$ cat src/sv/scv_pkg.sv
// Shared widths, constants, arctangent table and stage types of the spline velocity block.
`default_nettype none
package scv_pkg;

    localparam int ANGLE_FRAC_BITS_DEF = 13;
    localparam int TRIG_ITERATIONS_DEF = 16;

    localparam int XW  = 33;   // CORDIC x/y, Q30
    localparam int CZW = 35;   // CORDIC residual angle, Q30
    localparam int QW  = 18;   // quotient bits, top bit flags overflow
    localparam int DW  = 49;   // divisor width
    localparam int RW  = 67;   // partial remainder width

    localparam longint Q30_ONE     = 64'sd1073741824;
    localparam longint Q30_PI      = 64'sd3373259426;
    localparam longint Q30_TWO_PI  = 64'sd6746518852;
    localparam longint Q30_HALF_PI = 64'sd1686629713;
    localparam longint Q30_GAIN    = 64'sd652032874;
    localparam longint Q30_SQRT2   = 64'sd1518500250;
    localparam longint Q30_CHALF   = 64'sd663608942;
    localparam longint Q30_DHALF   = 64'sd410132882;
    localparam int     VEL_MAX     = 32768;
    localparam int     VEL_MIN     = -65536;

    function automatic logic signed [CZW-1:0] atan_q30(input int idx);
        logic signed [CZW-1:0] res;
        case (idx)
            0:  res = CZW'(843314856);
            1:  res = CZW'(497837829);
            2:  res = CZW'(263043836);
            3:  res = CZW'(133525158);
            4:  res = CZW'(67021686);
            5:  res = CZW'(33543515);
            6:  res = CZW'(16775850);
            7:  res = CZW'(8388437);
            8:  res = CZW'(4194282);
            9:  res = CZW'(2097149);
            10: res = CZW'(1048575);
            11: res = CZW'(524287);
            12: res = CZW'(262143);
            13: res = CZW'(131071);
            14: res = CZW'(65535);
            15: res = CZW'(32767);
            16: res = CZW'(16383);
            17: res = CZW'(8191);
            18: res = CZW'(4095);
            19: res = CZW'(2047);
            20: res = CZW'(1023);
            21: res = CZW'(511);
            22: res = CZW'(255);
            23: res = CZW'(127);
            24: res = CZW'(63);
            25: res = CZW'(31);
            26: res = CZW'(15);
            27: res = CZW'(8);
            28: res = CZW'(4);
            29: res = CZW'(2);
            default: res = '0;
        endcase
        return res;
    endfunction

    typedef struct packed {
        logic        neg;
        logic signed [CZW-1:0] z;
    } t_red;

    typedef struct packed {
        logic [15:0] tens;
        logic        atleast;
        logic        neg_t;
        logic        neg_f;
    } t_cside;

    typedef struct packed {
        logic signed [XW-1:0]  xt;
        logic signed [XW-1:0]  yt;
        logic signed [XW-1:0]  xf;
        logic signed [XW-1:0]  yf;
        logic signed [CZW-1:0] zt;
        logic signed [CZW-1:0] zf;
        t_cside                side;
    } t_cord;

    typedef struct packed {
        logic num_neg;
        logic den_bad;
        logic bound_en;
    } t_dside;

    typedef struct packed {
        logic [RW-1:0] rem_a;
        logic [RW-1:0] rem_b;
        logic [DW-1:0] d_a;
        logic [DW-1:0] d_b;
        logic [QW-1:0] q_a;
        logic [QW-1:0] q_b;
        t_dside        side;
    } t_div;

endpackage
`default_nettype wire

$ cat src/sv/scv_cordic_cell.sv
// One CORDIC rotation cell, both angle lanes, registered.
`default_nettype none
module scv_cordic_cell import scv_pkg::*; #(
    parameter int IDX = 0
) (
    input  logic  i_clk,
    input  logic  i_rst_n,
    input  logic  i_en,
    input  logic  i_valid,
    input  t_cord i_data,
    output logic  o_valid,
    output t_cord o_data
);

    localparam logic signed [CZW-1:0] ANG = atan_q30(IDX);

    t_cord n_data;
    t_cord r_data;
    logic  r_valid;

    always_comb begin
        n_data = i_data;
        if (!i_data.zt[CZW-1]) begin
            n_data.xt = i_data.xt - (i_data.yt >>> IDX);
            n_data.yt = i_data.yt + (i_data.xt >>> IDX);
            n_data.zt = i_data.zt - ANG;
        end else begin
            n_data.xt = i_data.xt + (i_data.yt >>> IDX);
            n_data.yt = i_data.yt - (i_data.xt >>> IDX);
            n_data.zt = i_data.zt + ANG;
        end
        if (!i_data.zf[CZW-1]) begin
            n_data.xf = i_data.xf - (i_data.yf >>> IDX);
            n_data.yf = i_data.yf + (i_data.xf >>> IDX);
            n_data.zf = i_data.zf - ANG;
        end else begin
            n_data.xf = i_data.xf + (i_data.yf >>> IDX);
            n_data.yf = i_data.yf - (i_data.xf >>> IDX);
            n_data.zf = i_data.zf + ANG;
        end
    end

    always_ff @(posedge i_clk) begin
        if (!i_rst_n) begin
            r_valid <= 1'b0;
        end else if (i_en) begin
            r_valid <= i_valid;
        end
    end

    always_ff @(posedge i_clk) begin
        if (i_en) begin
            r_data <= n_data;
        end
    end

    assign o_valid = r_valid;
    assign o_data  = r_data;

endmodule
`default_nettype wire

$ cat config.mk
export PLATFORM = sky130hd
export DESIGN_NAME = scv_cordic_cell
export DESIGN_NICKNAME = d
export VERILOG_FILES = /design/src/sv/scv_pkg.sv /design/src/sv/scv_cordic_cell.sv
export SDC_FILE = /design/constraint.sdc
export NUM_CORES = 1
export LEC_CHECK = 0
export BUFFER_PORTS_ARGS = -buffer_cell sky130_fd_sc_hd__buf_2
export CORE_ASPECT_RATIO = 0.6
export CORE_MARGIN = 4
export CORE_UTILIZATION = 45
export CTS_BUF_LIST = sky130_fd_sc_hd__clkbuf_8
export CTS_CLUSTER_SIZE = 10
export DETAILED_ROUTE_END_ITERATION = 10
export PLACE_DENSITY = 0.68
export SYNTH_ARGS = -nofsm -noshare
export SYNTH_HDL_FRONTEND = slang
export SYNTH_SLANG_ARGS = --single-unit
$ cat constraint.sdc
create_clock -name i_clk -period 9.6 [get_ports i_clk]
set_input_delay 1.92 -clock i_clk [delete_from_list [all_inputs] [get_ports i_clk]]
set_output_delay 1.92 -clock i_clk [all_outputs]
set_load 0.02 [all_outputs]
==> flow_summary.toml, run 1 <==
[yosys]
syn-num-nets = 2765
syn_area_per_cell_um2 = 8.853
yosysUniqueCellTypes = 86
ys_top_cells_by_area = "edfxtp_1 (33%), ha_1 (16%), a21oi_1 (6.7%)"
ys_warn_count = 0
synth_top_area_share_pct = 32.58
synth_area_leader_cell = "edfxtp_1"
synthArstFlopShare_pct = 0
ys_ff_latch = 220
synth_flop_cell = "edfxtp_1"
synth-edff-count = 219
syn_inst = 2280
seq_area_frac_synth_pct = 32.68
synth_area_mm2 = 0.02019

[placement]
gp_congestion = 1.011
dpl_worst_slack_ns = 3.949
dp.final_hpwl_mm = 56.46
port_buffers = 446
placed_area_mm2 = 0.02284

[sta]
slew_headroom_pct = 32.82
drv_slew = 0
min_period_ns = 5.147
tns_ns = 0
fin_ws_ns = 4.453
worst_pin_slew_ns = 1.008
setup_viol_count_final = 0
finalHoldViolations = 0
fin_skew_ns = 0
period_share_pct = 53.61
grt_setup_unrepaired = "false"
max_freq_ghz = 0.1943

[clock_tree]
clk-insertion-delay-late_ns = 0.53
cts_made_buffers = 39
htree_levels = 2
post-cts-setup-buffer-count = 0
clockBufferDepth = 3
cts_resized = 0
clock-root-buffer = "clkbuf_8"
clkSlewWorstSetupHoldPaths_ns = 0.07
cts_tree = "done"
cts.sinks = 220
hold_buffers = 0

[power]
vdd_drop_max_mv = 0.1009
p_per_area_mw_per_mm2 = 154.5
p_leak_nw = 10.69

[drt]
drt_iter0_drc = 2400
routed_wirelength_mm = 70.15
ant_nets = 0
num_vias = 19283
via_per_inst = 5.852
first_pass_iters = 5
wl_per_cell_um = 21.29
drc_errors = 0

[worst_hold_path]
min_to = "o_valid"
worstHoldPathCells = 2
min_path_type = "flop to flop"
hp-start = "o_valid"

[die]
row_count = 59
ios = 447
fp.dieH_um = 172.1
core_area_mm2 = 0.04385
die_width_um = 281.4
initial_core_util_pct = 46.03
fp.dieArea_mm2 = 0.04842

[global_route]
grt_pass1_wl_mm = 103.7
grt_use_total_pct = 27.39
grt_pass1_vias = 17595
grt_antenna_before_repair = 6
overflow = 0
grt_start_max_net_pins = 95

[critical_path]
crit_type = "input port to flop"
r2r-start = "o_valid"
cp_max_fo = 92
cp.arrival_ns = 5.48
r2r_end = "o_valid"
worstPathRequired_ns = 9.93
rrSetupSlack_ns = 9.00
worstRegToRegCells = 2
crit_path_end_kind = "flop"
start_kind = "input port"

[flow_run]
max_cap_violations = 0

[layout]
area_growth_pct = 16.87
utilization_pct = 53.80
stdcell_area_mm2 = 0.02359
n_fill_cell = 4125
drive_gt1_share_pct = 20.66
nets = 3171

[status]
status = "finished, final reports clean"
-- critical path, cell delays in order --
cell      delay [ns]
buf_2           0.25
buf_4           0.78
ha_1            0.43
o21ai_0         0.13
o21ai_0         0.13
o211ai_1        0.19
a31oi_1         0.16
o31ai_1         0.32
a311oi_1        0.20
and3_1          0.31
a311o_1         0.37
a21oi_1         0.20
xnor2_1         0.08
-- cells by family (layout without fill, tap and decap cells) --
logic type      after synthesis  count (layout)  share of synthesized area (%)
buf+inv                     297             728                          5.709
compound gates              743             743                          23.47
xor+xnor                    174             174                          7.550
flops                       220             220                          32.68
simple gates                560             560                          12.89
fa+ha+maj                   260             260                          16.41
mux                          26              26                          1.289
other cells                   0               5                              0
-- registers in the layout (all words and copies together), names as in the netlist --
register / cells
o_valid: 1
o_data: 219
-- through the flow --
step                cells  hold WS (ns)  total power, mW
global route         3295        0.5834            3.839
floorplan            2280        0.5893            2.242
detailed placement   3224        0.5252            2.748
CTS                  3290        0.5328            3.646
finish               3295        0.5312            3.645
global placement     3224        0.5164            2.739
-- synthesized netlist by cell type, types with 30 or more instances --
cell type / n
inv_1: 199
o21ai_0: 138
ha_1: 252
o21bai_1: 39
a21o_1: 52
nor2_1: 221
nand3_1: 30
nor3_1: 45
a21oi_1: 271
clkbuf_1: 54
xor2_1: 32
edfxtp_1: 219
nand2_1: 121
xnor2_1: 142
-- cell usage in the layout (no fill, tap or decap), types with 18 or more instances in the layout --
cell        n
buf_2     444
a21oi_1   271
ha_1      252
nor2_1    221
edfxtp_1  219
inv_1     203
xnor2_1   142
o21ai_0   138
nand2_1   121
a21o_1     52
nor3_1     45
o21bai_1   39
clkbuf_8   39
xor2_1     32
nand3_1    30
o31ai_1    26
mux2i_1    26
a31oi_1    24
nor2b_1    23
nand2b_1   22
a211oi_1   22
o21a_1     20
nand4_1    18
o211ai_1   18
-- area by class of cell --
class	instances	area [um^2]	share of cell area [%]
Clock buffer	39	536.8	2.275
Inverter	210	788.3	3.341
Antenna cell	5	12.51	0.05304
Multi-Input combinational cell	1763	12440	52.72
Clock inverter	27	206.4	0.8751
Sequential cell	220	6596	27.96
Tap cell	579	724.4	3.071
Timing Repair Buffer	452	2290	9.706
-- routing by layer --
metal  track usage, %  wire length [um]
met5                0                11
met4            8.780              2210
met3            5.803              7759
met1            42.06             31910
met2            38.01             28250
-- how the worst max path moves through the flow --
stage | to | startpoint
floorplan | o_data[53] | i_data[53]
global placement | o_data[83] | i_data[88]
detailed placement | o_data[83] | i_data[88]
CTS | o_data[83] | i_data[88]
global route | o_data[85] | i_data[88]
finish | o_data[83] | i_data[88]
-- report_power, final --
part / switching, mW / internal [mW] / leakage (nW)
Clock: 0.424 / 0.461 / 0.392
Sequential: 0.0456 / 1.26 / 2.15
Combinational: 0.952 / 0.500 / 8.15
Total: 1.42 / 2.22 / 10.7
Power figures use the tool's default switching activity.
==> run 2: changes to the inputs <==
--- a/config.mk
+++ b/config.mk
@@ -12,7 +12,7 @@
 export CTS_BUF_LIST = sky130_fd_sc_hd__clkbuf_8
 export CTS_CLUSTER_SIZE = 10
 export DETAILED_ROUTE_END_ITERATION = 10
-export PLACE_DENSITY = 0.68
+export PLACE_DENSITY = 0.71
 export SYNTH_ARGS = -nofsm -noshare
 export SYNTH_HDL_FRONTEND = slang
 export SYNTH_SLANG_ARGS = --single-unit
==> constraint.sdc (replaced) <==
create_clock -name i_clk -period 4.5 [get_ports i_clk]
set_input_delay 0.9 -clock i_clk [delete_from_list [all_inputs] [get_ports i_clk]]
set_output_delay 0.9 -clock i_clk [all_outputs]
set_load 0.02 [all_outputs]
==> run 2 against run 1 <==
- clock power increased by 97%
- cell count increased by 1.4%
- largest power group unchanged
- non-clock buffer count increased by 43
- via count increased by 1.5%
- clock-buffer cell count decreased by 1
- routed wire length decreased by 0.56%
- utilization increased by 0.68 points
- hold slack got worse by 0.016 ns
- first-iteration DRC count increased by 0.58%
- largest cell class unchanged
==> flow_summary.toml, run 2 (synthesis results as in run 1) <==
[critical_path]
crit_type = "input port to flop"
cp-endpoint = "o_data[120]"
start_kind = "input port"
cp.arrival_ns = 4.28
r2r_end = "o_valid"
worstPathRequired_ns = 4.81
r2r-start = "o_valid"
critical_path.startpoint = "i_data[90]"
worstRegToRegCells = 2
cp_max_fo = 6
rrSetupSlack_ns = 3.91
crit_path_end_kind = "flop"

[placement]
port_buffers = 446
placed_area_mm2 = 0.02317
gp_congestion = 1.022
dp.final_hpwl_mm = 56.87
dpl_worst_slack_ns = 0.03868

[layout]
nets = 3213
seq_area_mm2 = 0.006596
multi_input_comb_area_mm2 = 0.01244
final_cell_mix = "buf_2 (443), a21oi_1 (271), ha_1 (252)"
largest_reg_flops = 219
n_fill_cell = 4027
area_growth_pct = 18.35
drive_gt1_share_pct = 21.74
layout_commonest_cell = "buf_2"
stdcell_area_mm2 = 0.02389

[drt]
drt_iter0_drc = 2414
via_per_inst = 5.862
wl_per_cell_um = 20.88
num_vias = 19580
first_pass_iters = 8
routed_wirelength_mm = 69.75
drc_errors = 0
ant_nets = 0

[die]
fp.dieH_um = 172.1
ios = 447
initial_core_util_pct = 46.03
die_width_um = 281.4
core_area_mm2 = 0.04385
fp.dieArea_mm2 = 0.04842
row_count = 59

[clock_tree]
hold_buffers = 0
post-cts-setup-buffer-count = 0
cts.sinks = 220
cts_tree = "done"
cts_made_buffers = 38
htree_levels = 2
clock-root-buffer = "clkbuf_8"
clk-insertion-delay-late_ns = 0.54
clockBufferDepth = 3
cts_resized = 0
clkSlewWorstSetupHoldPaths_ns = 0.06

[power]
p_per_area_mw_per_mm2 = 321.7
p_leak_nw = 10.93
vdd_drop_max_mv = 0.1441

[flow_run]
max_cap_violations = 0

[sta]
grt_setup_unrepaired = "false"
period_share_pct = 88.15
worst_pin_slew_ns = 0.9518
drv_slew = 0
min_period_ns = 3.967
finalHoldViolations = 0
slew_headroom_pct = 36.55
fin_ws_ns = 0.5331
max_freq_ghz = 0.2521
tns_ns = 0
setup_viol_count_final = 0
fin_skew_ns = 0

[global_route]
grt_pass1_wl_mm = 103.7
overflow = 0
grt_use_total_pct = 27.20
grt_antenna_before_repair = 9
grt_pass1_vias = 17806
grt_start_max_net_pins = 98

[worst_hold_path]
min_path_type = "input port to flop"

[status]
status = "finished, final reports clean"
[run 2: changes by cell type in the layout (fill, tap and decap cells not counted)]
cell | before | now
inv_2 | 5 | 6
buf_2 | 444 | 443
buf_12 | 0 | 1
clkinv_2 | 5 | 4
diode_2 | 5 | 6
buf_4 | 7 | 50
clkinv_1 | 16 | 11
inv_1 | 203 | 213
clkinv_4 | 1 | 0
bufinv_16 | 3 | 2
clkbuf_8 | 39 | 38
clkinvlp_4 | 4 | 2
inv_6 | 0 | 1
[run 2: worst min-delay path by stage]
stage / startpoint / slack [ns] / to / cells after the start
floorplan: o_valid / 0.59 / o_valid / 2
global placement: o_valid / 0.51 / o_valid / 2
detailed placement: o_valid / 0.51 / o_valid / 2
CTS: i_data[2] / 0.46 / o_data[2] / 1
global route: i_data[2] / 0.47 / o_data[2] / 1
finish: i_data[20] / 0.51 / o_data[20] / 1
[run 2: final cells by class]
type | instances | area share [%]
Antenna cell | 6 | 0.06285
Clock buffer | 38 | 2.189
Sequential cell | 220 | 27.61
Clock inverter | 29 | 0.7489
Timing Repair Buffer | 495 | 11.00
Tap cell | 579 | 3.032
Multi-Input combinational cell | 1763 | 52.06
Inverter | 210 | 3.299
[run 2: routing by layer]
layer | track usage, % | part of all wire [%] | vias up
li1 | - | - | 9124
met1 | 40.70 | 45 | 9151
met2 | 38.64 | 41 | 1174
met3 | 6.545 | 11 | 125
met4 | 8.342 | 3.1 | 6
met5 | 0 | 0.057 | -
[run 2: critical path, stage by stage]
cell and delay (ns):
buf_2 0.16, inv_1 0.10, ha_1 0.34, nor2b_2 0.14, nor3_1 0.05, o41a_1 0.47, a211o_1 0.36, a21oi_2 0.38
a31oi_2 0.29, o41a_1 0.55, o41ai_2 0.22, mux2i_1 0.13, xor2_1 0.17
[run 2: per-stage QoR]
stage	hold WS [ns]	util [%]	total power [mW]	std cells
6_report	0.5148	54.48	7.686	3340
5_1_grt	0.4739	54.48	8.090	3340
4_1_cts	0.4650	54.45	7.688	3334
3_5_place_dp	0.5144	52.85	5.910	3267
3_3_place_gp	0.5073	52.85	5.886	3267
2_1_floorplan	0.5893	-	4.783	2280
[run 2: power by group]
group	total (mW)	internal, mW	switching (mW)
Clock	1.74	0.906	0.839
Combinational	3.16	1.11	2.04
Sequential	2.78	2.69	0.0925
