[src/sv/scv_pkg.sv]
// Shared widths, constants, arctangent table and stage types of the spline velocity block.
`default_nettype none
package scv_pkg;

    localparam int ANGLE_FRAC_BITS_DEF = 13;
    localparam int TRIG_ITERATIONS_DEF = 16;

    localparam int XW  = 33;   // CORDIC x/y, Q30
    localparam int CZW = 35;   // CORDIC residual angle, Q30
    localparam int QW  = 18;   // quotient bits, top bit flags overflow
    localparam int DW  = 49;   // divisor width
    localparam int RW  = 67;   // partial remainder width

    localparam longint Q30_ONE     = 64'sd1073741824;
    localparam longint Q30_PI      = 64'sd3373259426;
    localparam longint Q30_TWO_PI  = 64'sd6746518852;
    localparam longint Q30_HALF_PI = 64'sd1686629713;
    localparam longint Q30_GAIN    = 64'sd652032874;
    localparam longint Q30_SQRT2   = 64'sd1518500250;
    localparam longint Q30_CHALF   = 64'sd663608942;
    localparam longint Q30_DHALF   = 64'sd410132882;
    localparam int     VEL_MAX     = 32768;
    localparam int     VEL_MIN     = -65536;

    function automatic logic signed [CZW-1:0] atan_q30(input int idx);
        logic signed [CZW-1:0] res;
        case (idx)
            0:  res = CZW'(843314856);
            1:  res = CZW'(497837829);
            2:  res = CZW'(263043836);
            3:  res = CZW'(133525158);
            4:  res = CZW'(67021686);
            5:  res = CZW'(33543515);
            6:  res = CZW'(16775850);
            7:  res = CZW'(8388437);
            8:  res = CZW'(4194282);
            9:  res = CZW'(2097149);
            10: res = CZW'(1048575);
            11: res = CZW'(524287);
            12: res = CZW'(262143);
            13: res = CZW'(131071);
            14: res = CZW'(65535);
            15: res = CZW'(32767);
            16: res = CZW'(16383);
            17: res = CZW'(8191);
            18: res = CZW'(4095);
            19: res = CZW'(2047);
            20: res = CZW'(1023);
            21: res = CZW'(511);
            22: res = CZW'(255);
            23: res = CZW'(127);
            24: res = CZW'(63);
            25: res = CZW'(31);
            26: res = CZW'(15);
            27: res = CZW'(8);
            28: res = CZW'(4);
            29: res = CZW'(2);
            default: res = '0;
        endcase
        return res;
    endfunction

    typedef struct packed {
        logic        neg;
        logic signed [CZW-1:0] z;
    } t_red;

    typedef struct packed {
        logic [15:0] tens;
        logic        atleast;
        logic        neg_t;
        logic        neg_f;
    } t_cside;

    typedef struct packed {
        logic signed [XW-1:0]  xt;
        logic signed [XW-1:0]  yt;
        logic signed [XW-1:0]  xf;
        logic signed [XW-1:0]  yf;
        logic signed [CZW-1:0] zt;
        logic signed [CZW-1:0] zf;
        t_cside                side;
    } t_cord;

    typedef struct packed {
        logic num_neg;
        logic den_bad;
        logic bound_en;
    } t_dside;

    typedef struct packed {
        logic [RW-1:0] rem_a;
        logic [RW-1:0] rem_b;
        logic [DW-1:0] d_a;
        logic [DW-1:0] d_b;
        logic [QW-1:0] q_a;
        logic [QW-1:0] q_b;
        t_dside        side;
    } t_div;

endpackage
`default_nettype wire

[src/sv/scv_div_cell.sv]
// One restoring-division cell: one quotient bit for both quotient lanes, registered.
`default_nettype none
module scv_div_cell import scv_pkg::*; #(
    parameter int J = 0
) (
    input  logic i_clk,
    input  logic i_rst_n,
    input  logic i_en,
    input  logic i_valid,
    input  t_div i_data,
    output logic o_valid,
    output t_div o_data
);

    t_div          n_data;
    t_div          r_data;
    logic          r_valid;
    logic [RW-1:0] sd_a;
    logic [RW-1:0] sd_b;

    always_comb begin
        sd_a   = RW'(i_data.d_a) << J;
        sd_b   = RW'(i_data.d_b) << J;
        n_data = i_data;
        if (i_data.rem_a >= sd_a) begin
            n_data.rem_a  = i_data.rem_a - sd_a;
            n_data.q_a[J] = 1'b1;
        end
        if (i_data.rem_b >= sd_b) begin
            n_data.rem_b  = i_data.rem_b - sd_b;
            n_data.q_b[J] = 1'b1;
        end
    end

    always_ff @(posedge i_clk) begin
        if (!i_rst_n) begin
            r_valid <= 1'b0;
        end else if (i_en) begin
            r_valid <= i_valid;
        end
    end

    always_ff @(posedge i_clk) begin
        if (i_en) begin
            r_data <= n_data;
        end
    end

    assign o_valid = r_valid;
    assign o_data  = r_data;

endmodule
`default_nettype wire
[config.mk]
export PLATFORM = sky130hd
export DESIGN_NAME = scv_div_cell
export DESIGN_NICKNAME = d
export VERILOG_FILES = /design/src/sv/scv_pkg.sv /design/src/sv/scv_div_cell.sv
export SDC_FILE = /design/constraint.sdc
export NUM_CORES = 1
export LEC_CHECK = 0
export BUFFER_PORTS_ARGS = -buffer_cell sky130_fd_sc_hd__buf_2
export CORE_AREA = 10 10 206 208
export CTS_CLUSTER_SIZE = 24
export DETAILED_ROUTE_END_ITERATION = 7
export DIE_AREA = 0 0 216 218
export MAX_ROUTING_LAYER = met4
export PLACE_DENSITY = 0.7
export SYNTH_ARGS = -nofsm -noshare
export SYNTH_HDL_FRONTEND = slang
export SYNTH_SLANG_ARGS = --single-unit
[constraint.sdc]
create_clock -name i_clk -period 4.1 [get_ports i_clk]
set_input_delay 0.615 -clock i_clk [delete_from_list [all_inputs] [get_ports i_clk]]
set_output_delay 0.615 -clock i_clk [all_outputs]
set_load 0.02 [all_outputs]
==> metrics.log, run 1 <==
[metrics] Yosys warning total: 0
[metrics] DP Cell Count: 2,685
[metrics] startpoint type of the worst setup path: input port
[metrics] First-pass DRT Iterations: 5
[metrics] Worst Setup Path Type: in2reg
[metrics] Reg power frac: 40.3%
[metrics] beginning of the worst hold path: i_data[1]
[metrics] layout cells sized above 1: 30.9%
[metrics] total clock buffers created by CTS: 31
[metrics] RSZ-0062 raised after global routing: no
[metrics] die footprint: 0.0471 mm²
[metrics] total routed wirelength: 62,200 µm
[metrics] final sum of negative setup slack: 0 ns
[metrics] data required time at the worst endpoint: 4.41 ns
[metrics] critical path peak fanout: 5
[metrics] # H-tree levels: 1
[metrics] number of fill cells: 3,472
[metrics] fraction of the cycle the final worst path needs: 85.6%
[metrics] Primary FF master, synth: sky130_fd_sc_hd__edfxtp_1
[metrics] setup slack after layout: 0.589 ns
[metrics] Placed Area: 0.0200 mm²
[metrics] clock sink count: 272
[metrics] final-report hold violation count: 0
[metrics] relative contribution of combinational cells to total power: 27.1%
[metrics] type of the worst min-delay path: in2reg
[metrics] initial antenna violation count: 21
[metrics] slack of the worst reg-to-reg path: 3.51 ns
[metrics] half-perimeter wire length of the detailed placement result: 52,100 µm
[metrics] syn avg cell area: 10.1 µm²
[metrics] detailed-route vias per instance: 5.45
[metrics] violation count after the first detailed-route iteration: 1,265
[metrics] final critical path time including I/O delays and setup: about 3.5 ns
[metrics] Max Slew Vio Count: 0
[metrics] Critical Path End Type: flop
[metrics] hold slack final: approximately 0.22 ns
[metrics] share of total power in the clock network: 32.5%
[metrics] number of DRC violations after detailed routing: 0
[metrics] number of nets with antenna violations after routing: 0
[metrics] synthesis-to-layout area growth: 28.1%
[metrics] dpl ws: 0.0742 ns
[metrics] Placement Rows: 72
[metrics] worst-skew pair later-pin latency: about 0.57 ns
[metrics] effective utilization at floorplan: about 43%
[metrics] final setup violation count: 0
[metrics] worst path arrival time: 3.82 ns
[metrics] final clock skew: 0 ns
[metrics] number of synthesized register bits: approximately 270
[metrics] placeable core region: 0.0383 mm²
[metrics] number of buffers on the longest clock path: 3
[metrics] CTS tree: yes
[metrics] Net Sw Power: 2.77 mW
[metrics] portion of the post-synthesis area used by sequential elements: between 40% and 50%
[metrics] via count of the first global-routing pass: 14,921
[metrics] post-CTS clock slew at the launch and capture registers of the worst setup and hold paths: 0.06 ns
[metrics] total track usage: 25.8%
[metrics] cell count after synthesis: 1,637
[metrics] count of different cell masters after synthesis: 74
[metrics] PnR Total Power: 8.76 mW
[metrics] count of buffers from port buffering: 546
[metrics] routed via count: about 15,000
[metrics] Synth Net Count: 2,012
[metrics] average wire length per cell after detail routing: 22.6 µm
[metrics] hold bufs inserted after CTS: 0
[metrics] power per standard cell area: around 420 mW/mm²
[metrics] remaining max-slew budget at the tightest pin: about 38%
[metrics] global-route wire length before repair: slightly above 90,000 µm
[metrics] final design instance area without fill: 0.0211 mm²
[metrics] Clock Root Buffer: sky130_fd_sc_hd__clkbuf_16
[metrics] fin nets: 2,575
[metrics] Post-Syn Area: 0.0165 mm²
[metrics] internal power: 5.99 mW
[metrics] Layout Utilization: 55.1%
[metrics] net switching share of the total power: 31.7%
[metrics] Worst Setup SP: i_data[137]
[metrics] Least-Margin Pin Slew: between 0.9 and 1 ns
[metrics] leakage power total: 9.18 nW
[metrics] fraction of registers with async set or reset after synthesis: 0%
[metrics] Final Wtd Congestion: 0.957
[metrics] width of the die: 216 µm
[metrics] final cell count without fillers: 2,757
[metrics] Highest Clock Rate: 0.285 GHz
[metrics] Max rail drop VDD: 0.000306 V
[metrics] Die Ht: 218 µm
[metrics] startpoint of the worst-slack reg-to-reg timing path: o_valid$_SDFFE_PN0P_
[metrics] run status: completed
[metrics] maximum number of pins on one net before global-route repair: 93
[metrics] number of enable flip-flop cells after synthesis: 271
[metrics] grt total ovfl: 0
[metrics] post-cts resize count: 0
[metrics] Maximum Capacitance Violations: 0
[metrics] buffer count from post-CTS setup fixing: 0
[metrics] number of placed I/O pins: 547
## layout by cell type, fill, tap and decap left out, types with 5 or more instances in the layout
cell,n
sky130_fd_sc_hd__edfxtp_1,271
sky130_fd_sc_hd__diode_2,17
sky130_fd_sc_hd__o22ai_1,5
sky130_fd_sc_hd__clkinv_2,9
sky130_fd_sc_hd__nor4_1,19
sky130_fd_sc_hd__nand3_1,37
sky130_fd_sc_hd__nand2_1,126
sky130_fd_sc_hd__or2_2,9
sky130_fd_sc_hd__nand4_1,45
sky130_fd_sc_hd__a21oi_1,198
sky130_fd_sc_hd__nor3_1,33
sky130_fd_sc_hd__a211oi_1,13
sky130_fd_sc_hd__or4_1,5
sky130_fd_sc_hd__clkbuf_16,31
sky130_fd_sc_hd__ha_1,98
sky130_fd_sc_hd__or3_1,10
sky130_fd_sc_hd__o21a_1,16
sky130_fd_sc_hd__buf_2,545
sky130_fd_sc_hd__and4_1,6
sky130_fd_sc_hd__bufinv_16,5
sky130_fd_sc_hd__mux2_2,16
sky130_fd_sc_hd__buf_4,49
sky130_fd_sc_hd__xor2_1,56
sky130_fd_sc_hd__o21bai_1,14
sky130_fd_sc_hd__nor2_1,157
sky130_fd_sc_hd__o31ai_1,5
sky130_fd_sc_hd__o21ai_0,76
sky130_fd_sc_hd__nor2b_1,14
sky130_fd_sc_hd__xnor2_1,70
sky130_fd_sc_hd__a21o_1,30
sky130_fd_sc_hd__inv_1,122
sky130_fd_sc_hd__a31oi_1,9
sky130_fd_sc_hd__nand2b_1,16
sky130_fd_sc_hd__and2_1,9
sky130_fd_sc_hd__a21boi_0,7
sky130_fd_sc_hd__o211ai_1,11
## state kept, by name (all words and copies together) (netlist names)
register and cells:
o_data 271, o_valid 1
## synth_stat cells (6+ instances only)
library cell | instances | share of area, %
sky130_fd_sc_hd__a211oi_1 | 13 | 0.59
sky130_fd_sc_hd__a21boi_0 | 7 | 0.32
sky130_fd_sc_hd__a21o_1 | 30 | 1.4
sky130_fd_sc_hd__a21oi_1 | 198 | 6.0
sky130_fd_sc_hd__a31oi_1 | 9 | 0.34
sky130_fd_sc_hd__and2_1 | 9 | 0.34
sky130_fd_sc_hd__and4_1 | 6 | 0.32
sky130_fd_sc_hd__buf_2 | 24 | 0.73
sky130_fd_sc_hd__clkbuf_1 | 39 | 0.89
sky130_fd_sc_hd__edfxtp_1 | 271 | 49
sky130_fd_sc_hd__ha_1 | 98 | 7.4
sky130_fd_sc_hd__inv_1 | 122 | 2.8
sky130_fd_sc_hd__mux2_2 | 16 | 1.1
sky130_fd_sc_hd__nand2_1 | 127 | 2.9
sky130_fd_sc_hd__nand2b_1 | 16 | 0.61
sky130_fd_sc_hd__nand3_1 | 37 | 1.1
sky130_fd_sc_hd__nand4_1 | 45 | 1.7
sky130_fd_sc_hd__nor2_1 | 157 | 3.6
sky130_fd_sc_hd__nor2b_1 | 14 | 0.53
sky130_fd_sc_hd__nor3_1 | 33 | 1.0
sky130_fd_sc_hd__nor4_1 | 19 | 0.72
sky130_fd_sc_hd__o211ai_1 | 11 | 0.50
sky130_fd_sc_hd__o21a_1 | 16 | 0.73
sky130_fd_sc_hd__o21ai_0 | 76 | 2.3
sky130_fd_sc_hd__o21bai_1 | 14 | 0.64
sky130_fd_sc_hd__or2_2 | 9 | 0.34
sky130_fd_sc_hd__or3_1 | 10 | 0.38
sky130_fd_sc_hd__xnor2_1 | 70 | 3.7
sky130_fd_sc_hd__xor2_1 | 56 | 3.0
## cell type report
type	count	area [µm²]	share of cell area, %
antenna	17	42.5	0.202
clock buffer	33	783	3.71
clock inverter	22	250	1.19
inverter	122	458	2.17
multi-input combinational	1174	7570	35.9
sequential	272	8160	38.7
tap	518	648	3.07
timing repair buffer	599	3190	15.1
## final timing paths
path | end | cells past startpoint
min reg2reg | o_valid$_SDFFE_PN0P_ | 2
max reg2reg | o_valid$_SDFFE_PN0P_ | 2
max | o_data[191]$_DFFE_PP_ | 14
min | o_data[1]$_DFFE_PP_ | 1
## power groups by stage
stage	sequential (mW)	combinational (mW)	clock, mW
2_1_floorplan	4.00	0.977	0
3_3_place_gp	3.58	2.36	0
3_5_place_dp	3.59	2.37	0
4_1_cts	3.54	2.38	2.90
5_1_grt	3.56	2.57	2.99
6_report	3.53	2.38	2.85
## cells by family after synthesis
| group | synth area share [%] |
|---|---|
| AO/OA/AOI/OAI | 15.9 |
| XOR/XNOR | 6.70 |
| flip-flops | 49.5 |
| multiplexers | 1.15 |
| AND/OR/NAND/NOR | 14.5 |
| buffers and inverters | 4.55 |
| adder cells (fa/ha/maj) | 7.69 |
## metal layers
metal  wire (µm)  GRT usage, %  vias to the layer above  share of wire [%]
met1       24400          30.0                     7158                 39
met3        5140          5.84                       76                8.3
met4        1340          6.32                        0                2.2
met2       31300          44.5                      655                 50
li1            -             -                     7150                  -
met5           0             -                        -                  0
## critical path, stage by stage
cell and delay (ns):
sky130_fd_sc_hd__buf_2 0.10, sky130_fd_sc_hd__inv_1 0.05, sky130_fd_sc_hd__ha_1 0.14, sky130_fd_sc_hd__inv_1 0.05, sky130_fd_sc_hd__fa_1 0.42, sky130_fd_sc_hd__a211oi_1 0.52, sky130_fd_sc_hd__o211ai_1 0.21, sky130_fd_sc_hd__nand2_1 0.12
sky130_fd_sc_hd__nand4_1 0.14, sky130_fd_sc_hd__nand4_1 0.18, sky130_fd_sc_hd__o2111ai_1 0.17, sky130_fd_sc_hd__or4b_1 0.68, sky130_fd_sc_hd__nor4b_4 0.33, sky130_fd_sc_hd__xor2_1 0.09
Power figures use the tool's default switching activity.
==> inputs of run 2 (changes only) <==
==> constraint.sdc (replaced) <==
create_clock -name i_clk -period 4.1 [get_ports i_clk]
set_input_delay 0 -clock i_clk [delete_from_list [all_inputs] [get_ports i_clk]]
set_output_delay 0 -clock i_clk [all_outputs]
set_load 0.02 [all_outputs]
==> metrics.log, run 2 (synthesized netlist as in run 1, its figures left out) <==
[metrics] run status: completed
[metrics] global-route wire length before repair: about 100,000 µm
[metrics] die footprint: 0.0471 mm²
[metrics] critical-path cell list: dlygate4sd3_1 > buf_2 > ha_1 > nand4_1 > nor4_1 > nand4_1 > o211a_1 > o41a_1 > a31oi_4 > or4b_4 > nor4b_4 > xor2_1 > dlygate4sd3_1
[metrics] via count of the first global-routing pass: 16,696
[metrics] Layout Utilization: 61.9%
[metrics] number of nets with antenna violations after routing: 0
[metrics] synthesis-to-layout area growth: 43.9%
[metrics] initial antenna violation count: 6
[metrics] startpoint type of the worst setup path: input port
[metrics] half-perimeter wire length of the detailed placement result: 51,400 µm
[metrics] # H-tree levels: 1
[metrics] most frequent standard cell in the layout excluding fill and tap cells: sky130_fd_sc_hd__buf_2
[metrics] data required time at the worst endpoint: about 4.4 ns
[metrics] CTS tree: yes
[metrics] longest individual stage delay on the worst path: 0.58 ns
[metrics] clock sink count: around 270
[metrics] Clock Root Buffer: sky130_fd_sc_hd__clkbuf_16
[metrics] post-CTS clock slew at the launch and capture registers of the worst setup and hold paths: 0.06 ns
[metrics] cell with the biggest individual delay on the critical path: sky130_fd_sc_hd__dlygate4sd3_1
[metrics] number of DRC violations after detailed routing: 0
[metrics] total track usage: between 20 and 30%
[metrics] detailed-route vias per instance: 5.49
[metrics] Final Wtd Congestion: 0.984
[metrics] routed via count: ~16,000
[metrics] setup slack after layout: 0.189 ns
[metrics] Hold Crit Endpoint: o_data[92]$_DFFE_PP_
[metrics] Worst Setup Path Type: in2reg
[metrics] layout cells sized above 1: a little over a quarter
[metrics] grt total ovfl: 0
[metrics] leakage power total: 10.2 nW
[metrics] Critical Path End Type: flop
[metrics] effective utilization at floorplan: 43.0%
[metrics] remaining max-slew budget at the tightest pin: 40.5%
[metrics] number of buffers on the longest clock path: 3
[metrics] Maximum Capacitance Violations: 0
[metrics] maximum number of pins on one net before global-route repair: 111
[metrics] total clock buffers created by CTS: 30
[metrics] Least-Margin Pin Slew: 0.892 ns
[metrics] number of placed I/O pins: between 500 and 600
[metrics] total routed wirelength: 68,400 µm
[metrics] critical path peak fanout: 8
[metrics] GR met2 Demand/Resource: around half
[metrics] slack of the worst reg-to-reg path: slightly below 3 ns
[metrics] beginning of the worst hold path: i_en
[metrics] Max rail drop VDD: 0.000376 V
[metrics] Reg2Reg Capture Point: o_valid$_SDFFE_PN0P_
[metrics] startpoint of the worst-slack reg-to-reg timing path: o_valid$_SDFFE_PN0P_
[metrics] count of buffers from port buffering: ~550
[metrics] final-report hold violation count: 0
[metrics] global-route track usage on met3: 6.07%
[metrics] violation count after the first detailed-route iteration: 1,558
[metrics] worst-skew pair later-pin latency: 0.56 ns
[metrics] PnR Total Power: 8.92 mW
[metrics] buffers plus inverters on the worst setup path: 3
[metrics] WHS Path Cells: 1
[metrics] average wire length per cell after detail routing: 22.8 µm
[metrics] Die Ht: 218 µm
[metrics] fraction of the cycle the final worst path needs: 95.4%
[metrics] final clock skew: 0 ns
[metrics] max reg flops: 271
[metrics] Highest Clock Rate: 0.256 GHz
[metrics] First-pass DRT Iterations: 8
[metrics] most frequent cells in the layout: sky130_fd_sc_hd__buf_2 (545), sky130_fd_sc_hd__dlygate4sd3_1 (292), sky130_fd_sc_hd__edfxtp_1 (271)
[metrics] fin nets: 2,827
[metrics] type of the worst min-delay path: in2reg
[metrics] final critical path time including I/O delays and setup: 3.91 ns
[metrics] busiest layer in global routing: met2
[metrics] Max Slew Vio Count: 0
[metrics] cell class contributing the biggest share of worst-path delay: simple AND/OR/NAND/NOR gates
[metrics] worst path arrival time: between 4 and 5 ns
[metrics] Placement Rows: 72
[metrics] placeable core region: 0.0383 mm²
[metrics] dpl ws: 0.600 ns
[metrics] width of the die: ~220 µm
[metrics] power per standard cell area: 376 mW/mm²
[metrics] final setup violation count: 0
[metrics] M1 GR Usage: 32.4%
[metrics] depth of the most critical reg-to-reg path: 3
[run 2: cell count changes in the layout (fill, tap and decap cells not counted), moves of 2 or more]
cell / delta
sky130_fd_sc_hd__dlygate4sd3_1: +292
sky130_fd_sc_hd__buf_4: -39
sky130_fd_sc_hd__diode_2: -9
sky130_fd_sc_hd__clkinv_2: -8
sky130_fd_sc_hd__clkinv_1: +6
sky130_fd_sc_hd__inv_6: +4
sky130_fd_sc_hd__bufinv_16: -2
sky130_fd_sc_hd__clkbuf_1: +2
sky130_fd_sc_hd__clkinvlp_4: -2
[run 2: power breakdown]
part           switching [mW]  internal, mW  total (mW)
Combinational            1.61         0.998        2.61
Sequential             0.0991          3.45        3.55
Clock                    1.18          1.58        2.76
[run 2: worst max path at each step]
stage / start / endpoint / cells after the start
final: i_data[168] / o_data[191]$_DFFE_PP_ / 13
after global routing: i_data[91] / o_data[262]$_DFFE_PP_ / 15
after CTS: i_data[137] / o_data[191]$_DFFE_PP_ / 16
after detailed placement: i_data[70] / o_data[191]$_DFFE_PP_ / 12
after global placement: i_data[92] / o_data[252]$_DFFE_PP_ / 13
after floorplan: i_data[48] / o_data[173]$_DFFE_PP_ / 12
[run 2: what timing repair did]
item | CTS | global route
hold endpoints to repair | 272 | 0
setup endpoints to repair | 0 | 18
resized for setup | 0 | 8
buffers inserted | 0 | 3
hold buffers | 292 | 0
[run 2: layer usage]
metal  vias up  part of all wire (%)
met1      7899                    38
met2       837                    51
li1       7631                     -
met3       104                   8.3
met5         -                     0
met4         0                   2.8
[run 2: area by class of cell]
class | count | area, µm²
Fill cell | 3091 | 14600
Sequential cell | 272 | 8160
Multi-Input combinational cell | 1174 | 7610
Timing Repair Buffer | 852 | 5820
Clock buffer | 35 | 791
Tap cell | 518 | 648
Inverter | 122 | 458
Clock inverter | 21 | 201
Antenna cell | 8 | 20.0
[run 2: through the flow]
step           cells  area (µm²)  hold slack (ns)  setup TNS [ns]
2_1_floorplan   1637       16500           0.0989               0
3_3_place_gp    2643       19700            0.177               0
3_5_place_dp    2643       19700            0.178               0
4_1_cts         2991       23600           0.0578               0
5_1_grt         3000       23700           0.0688        -0.00879
6_report        3002       23700           0.0488               0
